[config.mk]
export PLATFORM = sky130hd
export DESIGN_NAME = ncrd_isqrt
export DESIGN_NICKNAME = d
export VERILOG_FILES = /design/src/hdl/ncrd_isqrt.sv
export SDC_FILE = /design/constraint.sdc
export NUM_CORES = 1
export LEC_CHECK = 0
export BUFFER_PORTS_ARGS = -buffer_cell sky130_fd_sc_hd__buf_2
export CORE_MARGIN = 4
export CORE_UTILIZATION = 57
export DETAILED_ROUTE_END_ITERATION = 12
export PLACE_DENSITY = 0.75
export SLEW_MARGIN = 20
export SYNTH_ARGS = -nofsm -noshare
export SYNTH_HDL_FRONTEND = slang
export SYNTH_SLANG_ARGS = --single-unit
[constraint.sdc]
create_clock -name clk -period 8.56 [get_ports clk]
set_clock_uncertainty 0.15 [all_clocks]
set_input_delay 0 -clock clk [delete_from_list [all_inputs] [get_ports clk]]
set_output_delay 0 -clock clk [all_outputs]
set_load 0.005 [all_outputs]
[src/hdl/ncrd_isqrt.sv]
// Digit-by-digit integer square root, one result bit per clock cycle.
module ncrd_isqrt #(
	parameter int K = 25
) (
	input  logic           clk,
	input  logic           arst_n,
	input  logic           start,
	input  logic [2*K-1:0] radicand,
	output logic           done,
	output logic [K-1:0]   root
);

	logic [2*K-1:0] rem_q;
	logic [2*K-1:0] root_q;
	logic [2*K-1:0] bit_q;
	logic           busy_q;
	logic           done_q;
	logic [2*K-1:0] trial;
	logic           take;

	assign trial = root_q + bit_q;
	assign take  = (rem_q >= trial);

	always_ff @(posedge clk or negedge arst_n) begin
		if (!arst_n) begin
			busy_q <= 1'b0;
			done_q <= 1'b0;
		end else begin
			done_q <= busy_q && bit_q[0];
			if (start) begin
				busy_q <= 1'b1;
			end else if (busy_q && bit_q[0]) begin
				busy_q <= 1'b0;
			end
		end
	end

	// The trial bit walks down two places per step, starting at the top even position.
	always_ff @(posedge clk) begin
		if (start) begin
			rem_q  <= radicand;
			root_q <= '0;
			bit_q  <= (2*K)'(1) << (2*K-2);
		end else if (busy_q) begin
			if (take) begin
				rem_q  <= rem_q - trial;
				root_q <= (root_q >> 1) + bit_q;
			end else begin
				root_q <= root_q >> 1;
			end
			bit_q <= bit_q >> 2;
		end
	end

	assign done = done_q;
	assign root = root_q[K-1:0];

endmodule

# Yosys cells after proc, flatten, opt, wreduce, memory -nomap -nowiden
# Cells that the tools add are included.
totals:
  reg_bits: 127
  inputBits: 53
  elab_cells: 20
  output_inout_bits: 26
op_classes:
  addsub: 3
  n_mux: 6
  reduce_logical: 5
  order_cmp: 1
ops:
  columns: ["op", "count"]
  rows:
  - ["50-bit 2-to-1 mux", 4]
  - ["49-bit by 49-bit adder with 50-bit output", 1]
  - ["50-bit by 49-bit adder with 50-bit output", 1]
  - ["50-bit >= comparator", 1]
  - ["50-bit subtractor", 1]
  - ["2-bit nonzero test", 3]
  - ["1-bit 2-to-1 mux", 2]
  - ["2-bit AND reduction", 1]
  - ["1-bit logical AND", 1]

# Logic depth before layout (Yosys ltp)
# Gate-level depths: netlist (run 1).
depth:
  depth_word: 5
  mapped_depth: 26
  ltp_nobuf: 23

# Least setup slack after synthesis (run 1)
# Ideal clock, no wire load.
synth_timing:
  path_kind: "register -> register"
  startpoint: "register root_q[2]"
  endpoint: "register rem_q[0] (enable)"
  slack_ns: -0.610
  period_less_slack_ns: 9.170
  path_stages_with_launch: 24
  arrival_ns: 8.493
  n_path_buf: 4
  required_time_ns: 7.883
  setup_time_ns: 0.527
  path_cell_list: "dfxtp_1 ha_1 a31oi_1 a211o_1 o31a_1 o31ai_4 o21ai_1 o31a_1 o21ai_0 a21oi_1 o21bai_1 xnor2_1 ha_1 clkbuf_1 and3_1 nand2_1 or3_1 nor3_2 o311ai_4 and2_1 buf_4 buf_6 buf_2 o21ai_0"
synth_between:
  elab_chain_len: 4
synth_lines:
  columns: ["item", "line", "text"]
  rows:
  - ["start, declared", "14", "logic [2*K-1:0] root_q;"]
  - ["start signal, assigned", "47", "root_q <= (root_q >> 1) + bit_q;"]
  - ["start signal, assigned", "49", "root_q <= root_q >> 1;"]
  - ["50-bit by 49-bit adder with 50-bit output", "21", "assign trial = root_q + bit_q;"]
  - ["50-bit >= comparator", "22", "assign take = (rem_q >= trial);"]
  - ["2-bit nonzero test (no line)", null, null]
  - ["2-bit AND reduction (no line)", null, null]
  - ["end signal, assigned", "41", "rem_q <= radicand;"]
  - ["end signal, assigned", "46", "rem_q <= rem_q - trial;"]
  - ["end, declared", "13", "logic [2*K-1:0] rem_q;"]
# Every way passes these cells.
# A chain may end at the register's enable or synchronous reset.

# Worst setup path in the final report (run 1)
layout_timing:
  startpoint: "register root_q[2]"
  endpoint: "register rem_q[19] (enable)"
# The elaborated chain is that of the path after synthesis.

==> impl_summary.txt, run 1 <==
----------------------------------------------------
[Run status]
  Run status ... complete, no violations

[Pwr]
  Power per cell area ... 287 nW/um2
  Sw Ratio ... 43.6%
  Maximum vdd drop ... 0.187 mV
  Clock network power share ... 19.2%
  Power share of the combinational group ... 55.3%
  Switching power of the nets ... 0.00161 W
  Power share of the sequential group ... 25.6%
  Static leakage ... 5.25 nW
  Int Pwr ... 0.00208 W
  Power consumption ... 0.00369 W

[Routing]
  Length of the first detailed-routing pass in iterations ... 5
  Total number of vias ... 10800
  Post-DRT Antenna Nets ... 0
  Routed wire length per instance ... 18.0 um
  Total wire length after detailed routing ... 31400 um
  First-iteration detailed-routing DRC count ... 945
  DRC violation count after routing ... 0
  Detail-routed via count per cell ... 6.19

[Cells and area]
  Proportion of layout cells with a drive suffix above 1 ... 9.77%
  Layout Area Growth over Synthesis ... 12.1%
  Antenna diode instance count ... 0
  Most common cell after layout, fill and taps aside ... sky130_fd_sc_hd__nand2_1
  Number of nets in the layout ... 1629
  Leading cell types in the layout, fill and taps excluded ... sky130_fd_sc_hd__nand2_1, sky130_fd_sc_hd__nor2_1, sky130_fd_sc_hd__o21ai_0
  Layout Cells excl Fill ... 1749

[Global routing]
  Overflow left after global routing ... 0
  Number of antenna violations at the first check in global routing ... 0
  Via count of the first global-routing pass ... 10200
  Maximum number of pins on one net before global-route repair ... 96
  First-pass GRT wire length ... 50700 um
  Global Route Usage Sum ... 27.9%

[STA]
  Total count of max-transition violations in the final report ... 0
  Worst-Margin Slew ... 1.03 ns
  Fin crit period ... 6.68 ns
  Highest achievable clock rate ... 0.150 GHz
  Setup_tns ... 0 ns
  Setup-failing EPs final ... 0
  Max_slew headroom ... 31.4%
  Final worst path period share ... 78.0%
  Final hold violation count ... 0
  Setup repair after global routing missed its margin ... false

[Setup path]
  FF-to-FF path depth ... 21
  Biggest fanout along the worst timing path ... 63
  Data arrival at the endpoint of the critical path ... 6.59 ns
  Sequence of cells on the critical path ... ha_1, a31oi_1, a211o_1, o31a_1, o31ai_4, o21ai_1, o31a_1, o21ai_0, a21oi_1, o21bai_1, xnor2_1, ha_1, and3_1, nand2_1, or3_1, nor3_2, o311ai_4, buf_4, and2_4, o21ai_4, buf_4
  Cell count along the critical path ... 21
  Beginning of the critical path ... root_q[2]
  Required time at the endpoint of the critical path ... 8.47 ns
  CP bufs+invs ... 2
  Worst reg2reg startpoint ... root_q[2]
  Largest stage delay on the critical path ... 0.60 ns
  Slowest cell on crit path ... sky130_fd_sc_hd__buf_4
  CP Launch Type ... flip-flop
  Crit. End Element ... flip-flop
  Crit-path leading delay family ... compound AO/OA/AOI/OAI gates
  WS Path Type ... flip-flop to flip-flop

[Logic synthesis]
  Dominant cell type by area after synthesis ... sky130_fd_sc_hd__dfxtp_1
  EDFF count, synth ... 50
  Top area cells in the synthesized netlist ... sky130_fd_sc_hd__dfxtp_1, sky130_fd_sc_hd__edfxtp_1, sky130_fd_sc_hd__ha_1
  Netlist Area Pre-Place ... 11400 um2
  Number of instances in the synthesized netlist ... 1412
  Proportion of register bits with asynchronous set or reset after synthesis ... 1.57%
  Flip-flop and latch count after synthesis ... 127
  Top FF cell, synth ... sky130_fd_sc_hd__dfxtp_1
  Portion of the post-synthesis area used by sequential elements ... 26.7%
  Number of distinct library cell variants in the gate-level netlist after synthesis ... 71
  Average instance area after synthesis ... 8.11 um2
  Fraction of synthesized cell area taken by the top area cell type ... 13.1%
  Total nets after synthesis ... 1568
  Synthesis Warnings ... 0

[CTS]
  Clock sinks ... 127
  Cts-stage hold buffer count ... 52
  CTS buffer count ... 17
  Later-pin clock latency in the skew report ... 0.43 ns
  H-tree level count ... 4
  Setup fix buffers added after clock tree synthesis ... 0
  Root buffer cell ... sky130_fd_sc_hd__clkbuf_16
  Clock tree from TritonCTS ... built
  Number of buffers between clock root and the deepest sink ... 2
  Clock transition at path regs ... 0.06 ns
  Number of gates given a new drive strength after cts ... 0

[Worst hold path]
  Min-Delay Path Class ... input port to flip-flop
  Count of cells along the worst hold path ... 2
  Worst min-delay path startpoint ... start

[Floorplanning]
  Number of top-level design ports ... 79
  Core region area ... 19600 um2
  Area of the die ... 22400 um2
  Die Wd ... 150 um
  Die height ... 150 um
  Effective utilization at floorplan ... 58.4%
  Std-Cell Rows ... 51

[Placed design]
  Detailed-placement wirelength estimate ... 22200 um
  Cell count after placement ... 1667
  Number of buffers added on ports ... 78
  Placer congestion estimate ... 0.925

[Run]
  Max capacitance violation total ... 0

----------------------------------------------------
[metrics by stage]
step | utilization, % | setup WS (ns) | cell area (um2) | hold slack (ns)
2_1_floorplan | - | 0.746 | 11400 | -0.446
3_3_place_gp | 60.0 | 1.86 | 11800 | -0.346
3_5_place_dp | 60.0 | 1.68 | 11800 | -0.347
4_1_cts | 65.5 | 1.65 | 12800 | 0.00567
5_1_grt | 65.5 | 1.53 | 12800 | 0.0655
6_report | 65.5 | 1.88 | 12800 | 0.00948
[flip-flops by register name (all words and copies together) (netlist names)]
name	flops
bit_q	25
rem_q	50
root_q	50
busy_q	1
done	1
[synth_stat cells, drive strengths merged (30+ instances only)]
cell and count:
nand2 147, o21ai 122, nor2 119, ha 102, a21oi 91, dfxtp 75
clkbuf 59, xnor2 59, a31oi 53, xor2 53, edfxtp 50, inv 46
buf 35, mux2i 34, a21o 30, nand4 30
[logic make-up after synthesis]
kind of cell | Yosys count | share of synthesized area (%)
AO/OA/AOI/OAI | 475 | 27.6
AND/OR/NAND/NOR | 414 | 16.5
buffers and inverters | 140 | 5.67
flip-flops | 127 | 26.7
XOR/XNOR | 112 | 8.57
adder cells (fa/ha/maj) | 103 | 11.3
multiplexers | 41 | 3.66
[metal layers]
metal	wire [um]	GRT usage, %
met1	13900	35.5
met2	14900	47.2
met3	1670	5.27
met4	977	10.3
met5	0	0
[cell type report]
| class | count | area, um2 |
|---|---|---|
| well taps | 265 | 332 |
| inverters | 46 | 173 |
| flip-flops and latches | 127 | 3060 |
| repair buffers | 136 | 958 |
| fillers | 1705 | 6750 |
| clock buffers | 26 | 532 |
| multi-input cells | 1145 | 7760 |
| clock inverters | 4 | 25.0 |
[power by group through the flow]
stage	sequential [W]	combinational, W	clock (W)
2_1_floorplan	0.000921	0.00160	0
3_3_place_gp	0.000950	0.00193	0
3_5_place_dp	0.000954	0.00196	0
4_1_cts	0.000945	0.00200	0.000713
5_1_grt	0.000961	0.00225	0.000742
6_report	0.000944	0.00204	0.000707
[final timing paths]
kind / end / slack, ns
max in group asynchronous: busy_q / 7.80
worst min-delay path: bit_q[10] / 0.009
min in group asynchronous: done / 0.31
worst max-delay path: rem_q[19] / 1.88
worst min register to register: busy_q / 0.38
worst max register to register: rem_q[19] / 1.88
Note: power is estimated with default switching activity, not from simulation.
==> run 2: changes to the inputs <==
--- a/config.mk
+++ b/config.mk
@@ -7,7 +7,7 @@
 export LEC_CHECK = 0
 export BUFFER_PORTS_ARGS = -buffer_cell sky130_fd_sc_hd__buf_2
 export CORE_MARGIN = 4
-export CORE_UTILIZATION = 57
+export CORE_UTILIZATION = 60
 export DETAILED_ROUTE_END_ITERATION = 12
 export PLACE_DENSITY = 0.75
 export SLEW_MARGIN = 20
==> constraint.sdc (replaced) <==
create_clock -name clk -period 6.9 [get_ports clk]
set_clock_uncertainty 0.15 [all_clocks]
set_input_delay 0 -clock clk [delete_from_list [all_inputs] [get_ports clk]]
set_output_delay 0 -clock clk [all_outputs]
set_load 0.005 [all_outputs]
==> run 2 against run 1 <==
Effect of this change:
- core utilization increased by 3.1 points
- wire length increased by 0.46%
- die area is 4.7% lower
- setup slack got worse by 1.2 ns
- critical path depth is the same
- global-route usage rose by 1.0 points
- combinational power rose by 26%
- register-to-register slack worse by 1.2 ns
- first-iteration DRC count is 15% lower
- sequential power is 24% higher
- flip-flop and latch count did not move
- critical path type unchanged
- largest cell class unchanged
- highest routed layer unchanged
==> impl_summary.txt, run 2 (synthesis gave the netlist of run 1 again) <==
----------------------------------------------------
[Run status]
  Run status ... complete, no violations

[CTS]
  Setup fix buffers added after clock tree synthesis ... 0 (unchanged)
  Clock sinks ... 127 (unchanged)
  Number of buffers between clock root and the deepest sink ... 2 (unchanged)
  H-tree level count ... 4 (unchanged)
  Root buffer cell ... sky130_fd_sc_hd__clkbuf_16
  Later-pin clock latency in the skew report ... 0.43 ns (about the same)
  Clock transition at path regs ... 0.07 ns (about the same)
  CTS buffer count ... 17 (unchanged)
  Number of gates given a new drive strength after cts ... 0 (unchanged)
  Clock tree from TritonCTS ... built

[Run]
  Max capacitance violation total ... 0 (unchanged)

[STA]
  Max_slew headroom ... 28.2% (-3.2 points)
  Final worst path period share ... 90.2% (+12 points)
  Total count of max-transition violations in the final report ... 0 (unchanged)
  Worst-Margin Slew ... 1.07 ns (+0.0394 ns)
  Fin worst setup slack ... 0.678 ns (-1.20 ns)
  Setup-failing EPs final ... 0 (unchanged)
  Fin crit period ... 6.22 ns (-0.458 ns)
  Setup_tns ... 0 ns (unchanged)
  Final hold violation count ... 0 (unchanged)
  Setup repair after global routing missed its margin ... false
  Highest achievable clock rate ... 0.161 GHz (+7.4%)
  Worst hold margin ... 0.0295 ns (+0.0200 ns)

[Setup path]
  CP bufs+invs ... 2 (unchanged)
  Biggest fanout along the worst timing path ... 50 (-21%)
  FF-to-FF path depth ... 21 (unchanged)
  Required time at the endpoint of the critical path ... 6.85 ns (-1.62 ns)
  Largest stage delay on the critical path ... 0.44 ns (-0.16 ns)
  Worst reg2reg startpoint ... root_q[2]
  Slowest cell on crit path ... sky130_fd_sc_hd__ha_1
  Sequence of cells on the critical path ... ha_1, a31oi_1, a211o_1, o31a_1, o31ai_4, o21ai_1, o31a_1, o21ai_0, a21oi_1, o21bai_1, xnor2_1, ha_1, and3_1, nand2_1, or3_1, nor3_2, o311ai_4, and2_2, buf_4, o21ai_4, buf_12
  Beginning of the critical path ... root_q[2]
  Data arrival at the endpoint of the critical path ... 6.17 ns (-0.42 ns)
  Endpoint of the worst register-to-register path ... rem_q[5]
  CP Launch Type ... flip-flop
  Crit-path leading delay family ... compound AO/OA/AOI/OAI gates
  Reg2reg setup slack ... 0.68 ns (-1.20 ns)
  Crit. End Element ... flip-flop
  WS Path Type ... flip-flop to flip-flop

[Worst hold path]
  Worst min-delay path startpoint ... start
  Min-Delay Path Class ... input port to flip-flop
  Worst min-delay path endpoint ... bit_q[12]
  Count of cells along the worst hold path ... 2 (unchanged)

[Routing]
  Total number of vias ... 11000 (+1.2%)
  Routed wire length per instance ... 18.3 um (+1.9%)
  Length of the first detailed-routing pass in iterations ... 7 (+2)
  Total wire length after detailed routing ... 31600 um (+0.46%)
  Post-DRT Antenna Nets ... 0 (unchanged)
  DRC violation count after routing ... 0 (unchanged)
  First-iteration detailed-routing DRC count ... 802 (-15%)
  Detail-routed via count per cell ... 6.35 (+2.7%)

[Pwr]
  Switching power of the nets ... 0.00205 W (+27%)
  Sw Ratio ... 43.9% (+0.32 points)
  Int Pwr ... 0.00262 W (+26%)
  Power share of the combinational group ... 55.2% (about the same)
  Power per cell area ... 362 nW/um2 (+26%)
  Maximum vdd drop ... 0.239 mV (+27%)
  Power share of the sequential group ... 25.1% (-0.5 points)
  Static leakage ... 5.29 nW (+0.70%)
  Clock network power share ... 19.7% (+0.5 points)

[Cells and area]
  Largest regs ... rem_q (50), root_q (50), bit_q (25)
  Antenna diode instance count ... 0 (unchanged)
  Fill cells ... 1539 (-9.7%)
  Proportion of layout cells with a drive suffix above 1 ... 10.5% (+0.69 points)
  Layout Cells excl Fill ... 1725 (-1.4%)
  Leading cell types in the layout, fill and taps excluded ... sky130_fd_sc_hd__nand2_1, sky130_fd_sc_hd__nor2_1, sky130_fd_sc_hd__o21ai_0
  Layout Area Growth over Synthesis ... 12.5%
  Most common cell after layout, fill and taps aside ... sky130_fd_sc_hd__nand2_1
  Number of nets in the layout ... 1634 (+0.31%)

[Placed design]
  Number of buffers added on ports ... 78 (unchanged)
  Detailed-placement wirelength estimate ... 22500 um (+1.6%)
  Setup Slack @ Placement ... 0.744 ns (-0.936 ns)
  Placer congestion estimate ... 0.947 (+2.3%)
  Cell count after placement ... 1641 (-1.6%)

[Global routing]
  Maximum number of pins on one net before global-route repair ... 103 (+7.3%)
  Via count of the first global-routing pass ... 10400 (+1.7%)
  Overflow left after global routing ... 0 (unchanged)
  Number of antenna violations at the first check in global routing ... 0 (unchanged)
  Global Route Usage Sum ... 29.0% (+1.0 points)
  First-pass GRT wire length ... 51400 um (+1.4%)

[Floorplanning]
  Area of the die ... 21400 um2 (-4.7%)
  Core region area ... 18800 um2 (-4.2%)
  Die height ... 146 um (-2.4%)
  Number of top-level design ports ... 79 (unchanged)
  Std-Cell Rows ... 50 (-2.0%)
  Effective utilization at floorplan ... 61.0% (+2.6 points)
  Die Wd ... 146 um (-2.4%)

----------------------------------------------------
[run 2: area by class of cell]
cell class / count / area [um2] / share of cell area, %
clock buffer: 19 / 464 / 3.60
tap: 234 / 293 / 2.27
inverter: 46 / 173 / 1.34
sequential: 127 / 3060 / 23.7
clock inverter: 13 / 125 / 0.971
multi-input combinational: 1145 / 7760 / 60.2
timing repair buffer: 141 / 1010 / 7.83
[run 2: worst register-to-register path, stage by stage (launching register included)]
cell,delay (ns)
sky130_fd_sc_hd__dfxtp_1,0.38
sky130_fd_sc_hd__ha_1,0.36
sky130_fd_sc_hd__a31oi_1,0.16
sky130_fd_sc_hd__a211o_1,0.36
sky130_fd_sc_hd__o31a_1,0.38
sky130_fd_sc_hd__o31ai_4,0.33
sky130_fd_sc_hd__o21ai_1,0.19
sky130_fd_sc_hd__o31a_1,0.37
sky130_fd_sc_hd__o21ai_0,0.28
sky130_fd_sc_hd__a21oi_1,0.16
sky130_fd_sc_hd__o21bai_1,0.19
sky130_fd_sc_hd__xnor2_1,0.09
sky130_fd_sc_hd__ha_1,0.44
sky130_fd_sc_hd__and3_1,0.29
sky130_fd_sc_hd__nand2_1,0.13
sky130_fd_sc_hd__or3_1,0.35
sky130_fd_sc_hd__nor3_2,0.20
sky130_fd_sc_hd__o311ai_4,0.14
sky130_fd_sc_hd__and2_2,0.23
sky130_fd_sc_hd__buf_4,0.22
sky130_fd_sc_hd__o21ai_4,0.19
sky130_fd_sc_hd__buf_12,0.29
[run 2: worst max path at each step]
stage	endpoint	depth (start not counted)
after detailed placement	rem_q[15]	21
after CTS	rem_q[3]	21
after global routing	rem_q[22]	21
after floorplan	rem_q[0]	23
after global placement	rem_q[14]	21
final	rem_q[5]	21
[run 2: stage by stage]
| stage | utilization (%) | power, W | area, um2 |
|---|---|---|---|
| finish | 68.6 | 0.00466 | 12900 |
| global route | 68.6 | 0.00500 | 12900 |
| CTS | 68.6 | 0.00462 | 12900 |
| detailed placement | 62.7 | 0.00366 | 11800 |
| global placement | 62.7 | 0.00362 | 11800 |
| floorplan | - | 0.00312 | 11500 |
[run 2: power by group through the flow]
stage	clock [W]	combinational [W]	sequential (W)
2_1_floorplan	0	0.00199	0.00114
3_3_place_gp	0	0.00244	0.00118
3_5_place_dp	0	0.00248	0.00118
4_1_cts	0.000923	0.00253	0.00117
5_1_grt	0.000957	0.00285	0.00119
6_report	0.000920	0.00257	0.00117
[run 2: repair_timing]
action	4_1_cts	5_1_grt
hold buffers	52	0
hold endpoints to repair	52	0
setup endpoints to repair	0	0
[run 2: metal layers]
metal / track usage, % / vias to the layer above / share of wire (%)
met5: 0 / - / 0
met4: 12.0 / 0 / 3.6
met3: 5.03 / 87 / 6.1
met1: 36.0 / 5127 / 43
li1: - / 5375 / -
met2: 49.7 / 372 / 48
==> run 3: changes to the inputs <==
--- a/config.mk
+++ b/config.mk
@@ -5,11 +5,12 @@
 export SDC_FILE = /design/constraint.sdc
 export NUM_CORES = 1
 export LEC_CHECK = 0
+export ABC_AREA = 1
 export BUFFER_PORTS_ARGS = -buffer_cell sky130_fd_sc_hd__buf_2
 export CORE_MARGIN = 4
 export CORE_UTILIZATION = 60
 export DETAILED_ROUTE_END_ITERATION = 12
-export PLACE_DENSITY = 0.75
+export PLACE_DENSITY = 0.74
 export SLEW_MARGIN = 20
 export SYNTH_ARGS = -nofsm -noshare
 export SYNTH_HDL_FRONTEND = slang
==> run 3 against run 2 <==
Effect of this change:
- total power grew 38%
- setup slack gained 0.34 ns
- via count rose by 53%
- critical path depth up 4
- sequential power is 17% higher
- final cell count increased by 66%
- cell area increased by 24%
- worst hold slack gained 0.19 ns
- sequential share of layout area is 4.7 points lower
- fmax grew 5.7%
- global-route usage grew 8.8 points
- first-iteration DRC count rose to 2.8 times the previous value
- critical endpoint is now root_q[25]
- largest cell class unchanged
==> impl_summary.txt, run 3 <==
----------------------------------------------------
[Routing]
  Routed wire length per instance ... 17.9 um (-2.1%)
  DRC violation count after routing ... 0 (unchanged)
  Length of the first detailed-routing pass in iterations ... 9 (+2)
  Post-DRT Antenna Nets ... 0 (unchanged)
  Total number of vias ... 16700 (+53%)
  Total wire length after detailed routing ... 51300 um (+63%)
  Detail-routed via count per cell ... 5.84 (-8.1%)
  First-iteration detailed-routing DRC count ... 2212 (+180%)

[Placed design]
  Placer congestion estimate ... 1.06 (+12%)
  Detailed-placement wirelength estimate ... 39600 um (+76%)
  Number of buffers added on ports ... 78 (unchanged)

[Cells and area]
  Leading cell types in the layout, fill and taps excluded ... sky130_fd_sc_hd__nand2_1, sky130_fd_sc_hd__nor2_1, sky130_fd_sc_hd__inv_1
  Most common cell after layout, fill and taps aside ... sky130_fd_sc_hd__nand2_1
  Number of nets in the layout ... 2689 (+65%)
  Largest regs ... rem_q (50), root_q (50), bit_q (25)
  Proportion of layout cells with a drive suffix above 1 ... 7.07% (-3.4 points)
  Antenna diode instance count ... 0 (unchanged)
  Layout Area Growth over Synthesis ... 10.2%

[STA]
  Setup_tns ... 0 ns (unchanged)
  Fin crit period ... 5.89 ns (-0.337 ns)
  Total count of max-transition violations in the final report ... 0 (unchanged)
  Highest achievable clock rate ... 0.170 GHz (+5.7%)
  Final worst path period share ... 85.3% (-4.9 points)
  Final hold violation count ... 0 (unchanged)
  Max_slew headroom ... 35.8% (+7.6 points)
  Setup-failing EPs final ... 0 (unchanged)
  Setup repair after global routing missed its margin ... false
  Worst-Margin Slew ... 0.960 ns (-0.108 ns)

[Setup path]
  Crit. End Element ... flip-flop
  Required time at the endpoint of the critical path ... 7.09 ns (+0.24 ns)
  Data arrival at the endpoint of the critical path ... 6.07 ns (-0.10 ns)
  Endpoint of the worst register-to-register path ... root_q[25]
  CP Launch Type ... flip-flop
  WS Path Type ... flip-flop to flip-flop
  Biggest fanout along the worst timing path ... 68 (+36%)
  Reg2reg setup slack ... 1.01 ns (+0.34 ns)
  Beginning of the critical path ... root_q[4]
  FF-to-FF path depth ... 25 (+19%)
  Worst reg2reg startpoint ... root_q[4]
  Capturing instance or port of the critical path ... root_q[25]

[Global routing]
  Met3 usage ... 9.64% (+4.6 points)
  Global Route Usage Sum ... 37.8% (+8.8 points)
  Global routing met1 resource utilization ... 52.2% (+16 points)
  Overflow left after global routing ... 0 (unchanged)
  Via count of the first global-routing pass ... 15200 (+46%)
  Fraction of met2 tracks used by global routing ... 57.3% (+7.6 points)
  Layer carrying the most global-route usage ... met2
  First-pass GRT wire length ... 80100 um (+56%)
  Number of antenna violations at the first check in global routing ... 0 (unchanged)
  Maximum number of pins on one net before global-route repair ... 79 (-23%)

[Floorplanning]
  Std-Cell Rows ... 56 (+12%)
  Die Wd ... 164 um (+12%)
  Number of top-level design ports ... 79 (unchanged)
  Die height ... 164 um (+12%)
  Effective utilization at floorplan ... 61.4% (+0.35 points)
  Area of the die ... 26800 um2 (+25%)
  Core region area ... 23700 um2 (+26%)

[CTS]
  Later-pin clock latency in the skew report ... 0.44 ns (about the same)
  Clock tree from TritonCTS ... built
  Number of buffers between clock root and the deepest sink ... 2 (unchanged)
  H-tree level count ... 4 (unchanged)
  Root buffer cell ... sky130_fd_sc_hd__clkbuf_16
  Clock transition at path regs ... 0.07 ns (about the same)
  Clock sinks ... 127 (unchanged)
  Number of gates given a new drive strength after cts ... 0 (unchanged)
  CTS buffer count ... 17 (unchanged)

[Logic synthesis]
  Netlist Area Pre-Place ... 14500 um2 (+27%)
  Fraction of synthesized cell area taken by the top area cell type ... 19.3% (+6.2 points)
  Total nets after synthesis ... 2617 (+67%)
  Dominant cell type by area after synthesis ... sky130_fd_sc_hd__nand2_1
  EDFF count, synth ... 50 (unchanged)
  Count leader, synth ... sky130_fd_sc_hd__nand2_1
  Top area cells in the synthesized netlist ... sky130_fd_sc_hd__nand2_1, sky130_fd_sc_hd__dfxtp_1, sky130_fd_sc_hd__edfxtp_1
  Adder and majority cell fraction of the synthesized area ... 8.92% (-2.4 points)
  Cell types with the highest counts after synthesis ... sky130_fd_sc_hd__nand2_1, sky130_fd_sc_hd__nor2_1, sky130_fd_sc_hd__inv_1
  Proportion of synthesized area in mux cells ... 0% (-3.7 points)
  Top FF cell, synth ... sky130_fd_sc_hd__dfxtp_1
  Fraction of the mapped netlist area in compound gates ... 14.6% (-13 points)
  Xor and xnor area share after synthesis ... 4.88% (-3.7 points)
  Simple logic cell fraction of the synthesized area ... 39.0% (+22 points)
  Portion of the post-synthesis area used by sequential elements ... 21.0% (-5.7 points)
  Number of instances in the synthesized netlist ... 2461 (+74%)
  Combinational family with the most area after synthesis ... simple AND/OR/NAND/NOR gates
  Flip-flop and latch count after synthesis ... 127 (unchanged)
  Average instance area after synthesis ... 5.90 um2 (-27%)
  Proportion of register bits with asynchronous set or reset after synthesis ... 1.57% (unchanged)
  Synthesis Warnings ... 0 (unchanged)
  Number of distinct library cell variants in the gate-level netlist after synthesis ... 48 (-32%)

[Pwr]
  Maximum vdd drop ... 0.350 mV (+47%)
  Static leakage ... 7.36 nW (+39%)
  Power per cell area ... 402 nW/um2 (+11%)
  Power consumption ... 0.00644 W (+38%)

[Worst hold path]
  Min-Delay Path Class ... input port to flip-flop

[Run]
  Max capacitance violation total ... 0 (unchanged)

[Run status]
  Run status ... complete, no violations

----------------------------------------------------
==> run 3: changes by cell type in the layout (fill, tap and decap cells not counted), sizes merged, moves of 16 or more <==
cell    delta
a211oi    -21
a21o      -21
a21oi     +90
a311oi    -18
a31oi     -41
inv      +274
mux2i     -34
nand2    +614
nand3    +177
nand3b    +23
nor2     +196
o21ai     +19
o31ai     -16
xnor2     -20
==> run 3: power by group <==
group          leakage (nW)  switching, W  internal, W
Combinational          5.90       0.00274      0.00135
Clock                 0.301      0.000429     0.000557
Sequential             1.15      0.000253      0.00111
Total                  7.36       0.00342      0.00302
==> run 3: per-stage QoR <==
| step | cell area [um2] | cells | utilization (%) | hold slack, ns | setup WS (ns) |
|---|---|---|---|---|---|
| after floorplan | 14500 | 2461 | - | -0.446 | 2.06 |
| after global placement | 14900 | 2780 | 62.8 | -0.365 | 1.42 |
| after detailed placement | 14900 | 2780 | 62.8 | -0.362 | 1.23 |
| after CTS | 16000 | 2865 | 67.6 | 0.219 | 1.21 |
| after global routing | 16000 | 2865 | 67.6 | 0.248 | 0.686 |
| final | 16000 | 2865 | 67.6 | 0.215 | 1.01 |
==> run 3: how the worst min path moves through the flow <==
stage                      start         to  slack [ns]  depth (start not counted)
finish              radicand[38]  rem_q[38]        0.21                          4
global route        radicand[33]  rem_q[33]        0.25                          4
CTS                 radicand[38]  rem_q[38]        0.22                          4
detailed placement        arst_n       done       -0.36                          1
global placement          arst_n       done       -0.37                          1
floorplan                 arst_n     busy_q       -0.45                          0
==> run 3: area by class of cell <==
| class | instances | area (um2) |
|---|---|---|
| clock buffer | 18 | 439 |
| clock inverter | 14 | 168 |
| tap | 319 | 399 |
| multi-input combinational | 1932 | 9790 |
| inverter | 317 | 1190 |
| sequential | 127 | 3050 |
| fill | 2257 | 7670 |
| timing repair buffer | 138 | 976 |
==> run 3: cells by family (layout without fill, tap and decap cells) <==
| logic type | count (synthesis) | in the layout |
|---|---|---|
| AO/OA/AOI/OAI | 386 | 386 |
| flip-flops | 127 | 127 |
| AND/OR/NAND/NOR | 1362 | 1362 |
| XOR/XNOR | 81 | 81 |
| buffers and inverters | 402 | 487 |
| adder cells (fa/ha/maj) | 103 | 103 |
==> run 3: metal layers <==
| metal | wire length (um) | part of all wire, % |
|---|---|---|
| met5 | 0 | 0 |
| met4 | 1830 | 3.6 |
| met2 | 21700 | 42 |
| met3 | 6180 | 12 |
| met1 | 21600 | 42 |
==> run 3: what timing repair did <==
action	in CTS	in global routing
hold buffers	53	0
hold endpoints to repair	78	0
buffers inserted	0	0
==> run 3: worst max-delay path, cell delays in order (launching register included) <==
cell	delay [ns]
sky130_fd_sc_hd__dfxtp_1	0.40
sky130_fd_sc_hd__ha_1	0.40
sky130_fd_sc_hd__nand2_1	0.13
sky130_fd_sc_hd__o21ai_1	0.28
sky130_fd_sc_hd__nand2_1	0.10
sky130_fd_sc_hd__o21ai_1	0.21
sky130_fd_sc_hd__a21oi_1	0.20
sky130_fd_sc_hd__o21ai_0	0.53
sky130_fd_sc_hd__nand3_1	0.22
sky130_fd_sc_hd__nand3_1	0.16
sky130_fd_sc_hd__xnor2_1	0.08
sky130_fd_sc_hd__ha_1	0.36
sky130_fd_sc_hd__nand2_1	0.12
sky130_fd_sc_hd__nor2_1	0.18
sky130_fd_sc_hd__nand2_1	0.12
sky130_fd_sc_hd__nor2_2	0.13
sky130_fd_sc_hd__inv_2	0.05
sky130_fd_sc_hd__nor2_2	0.10
sky130_fd_sc_hd__nand2_2	0.24
sky130_fd_sc_hd__nand3_4	0.16
sky130_fd_sc_hd__buf_4	0.63
sky130_fd_sc_hd__inv_2	0.37
sky130_fd_sc_hd__nand2_1	0.15
sky130_fd_sc_hd__nand3_1	0.08
sky130_fd_sc_hd__nand2_1	0.10
sky130_fd_sc_hd__inv_1	0.04
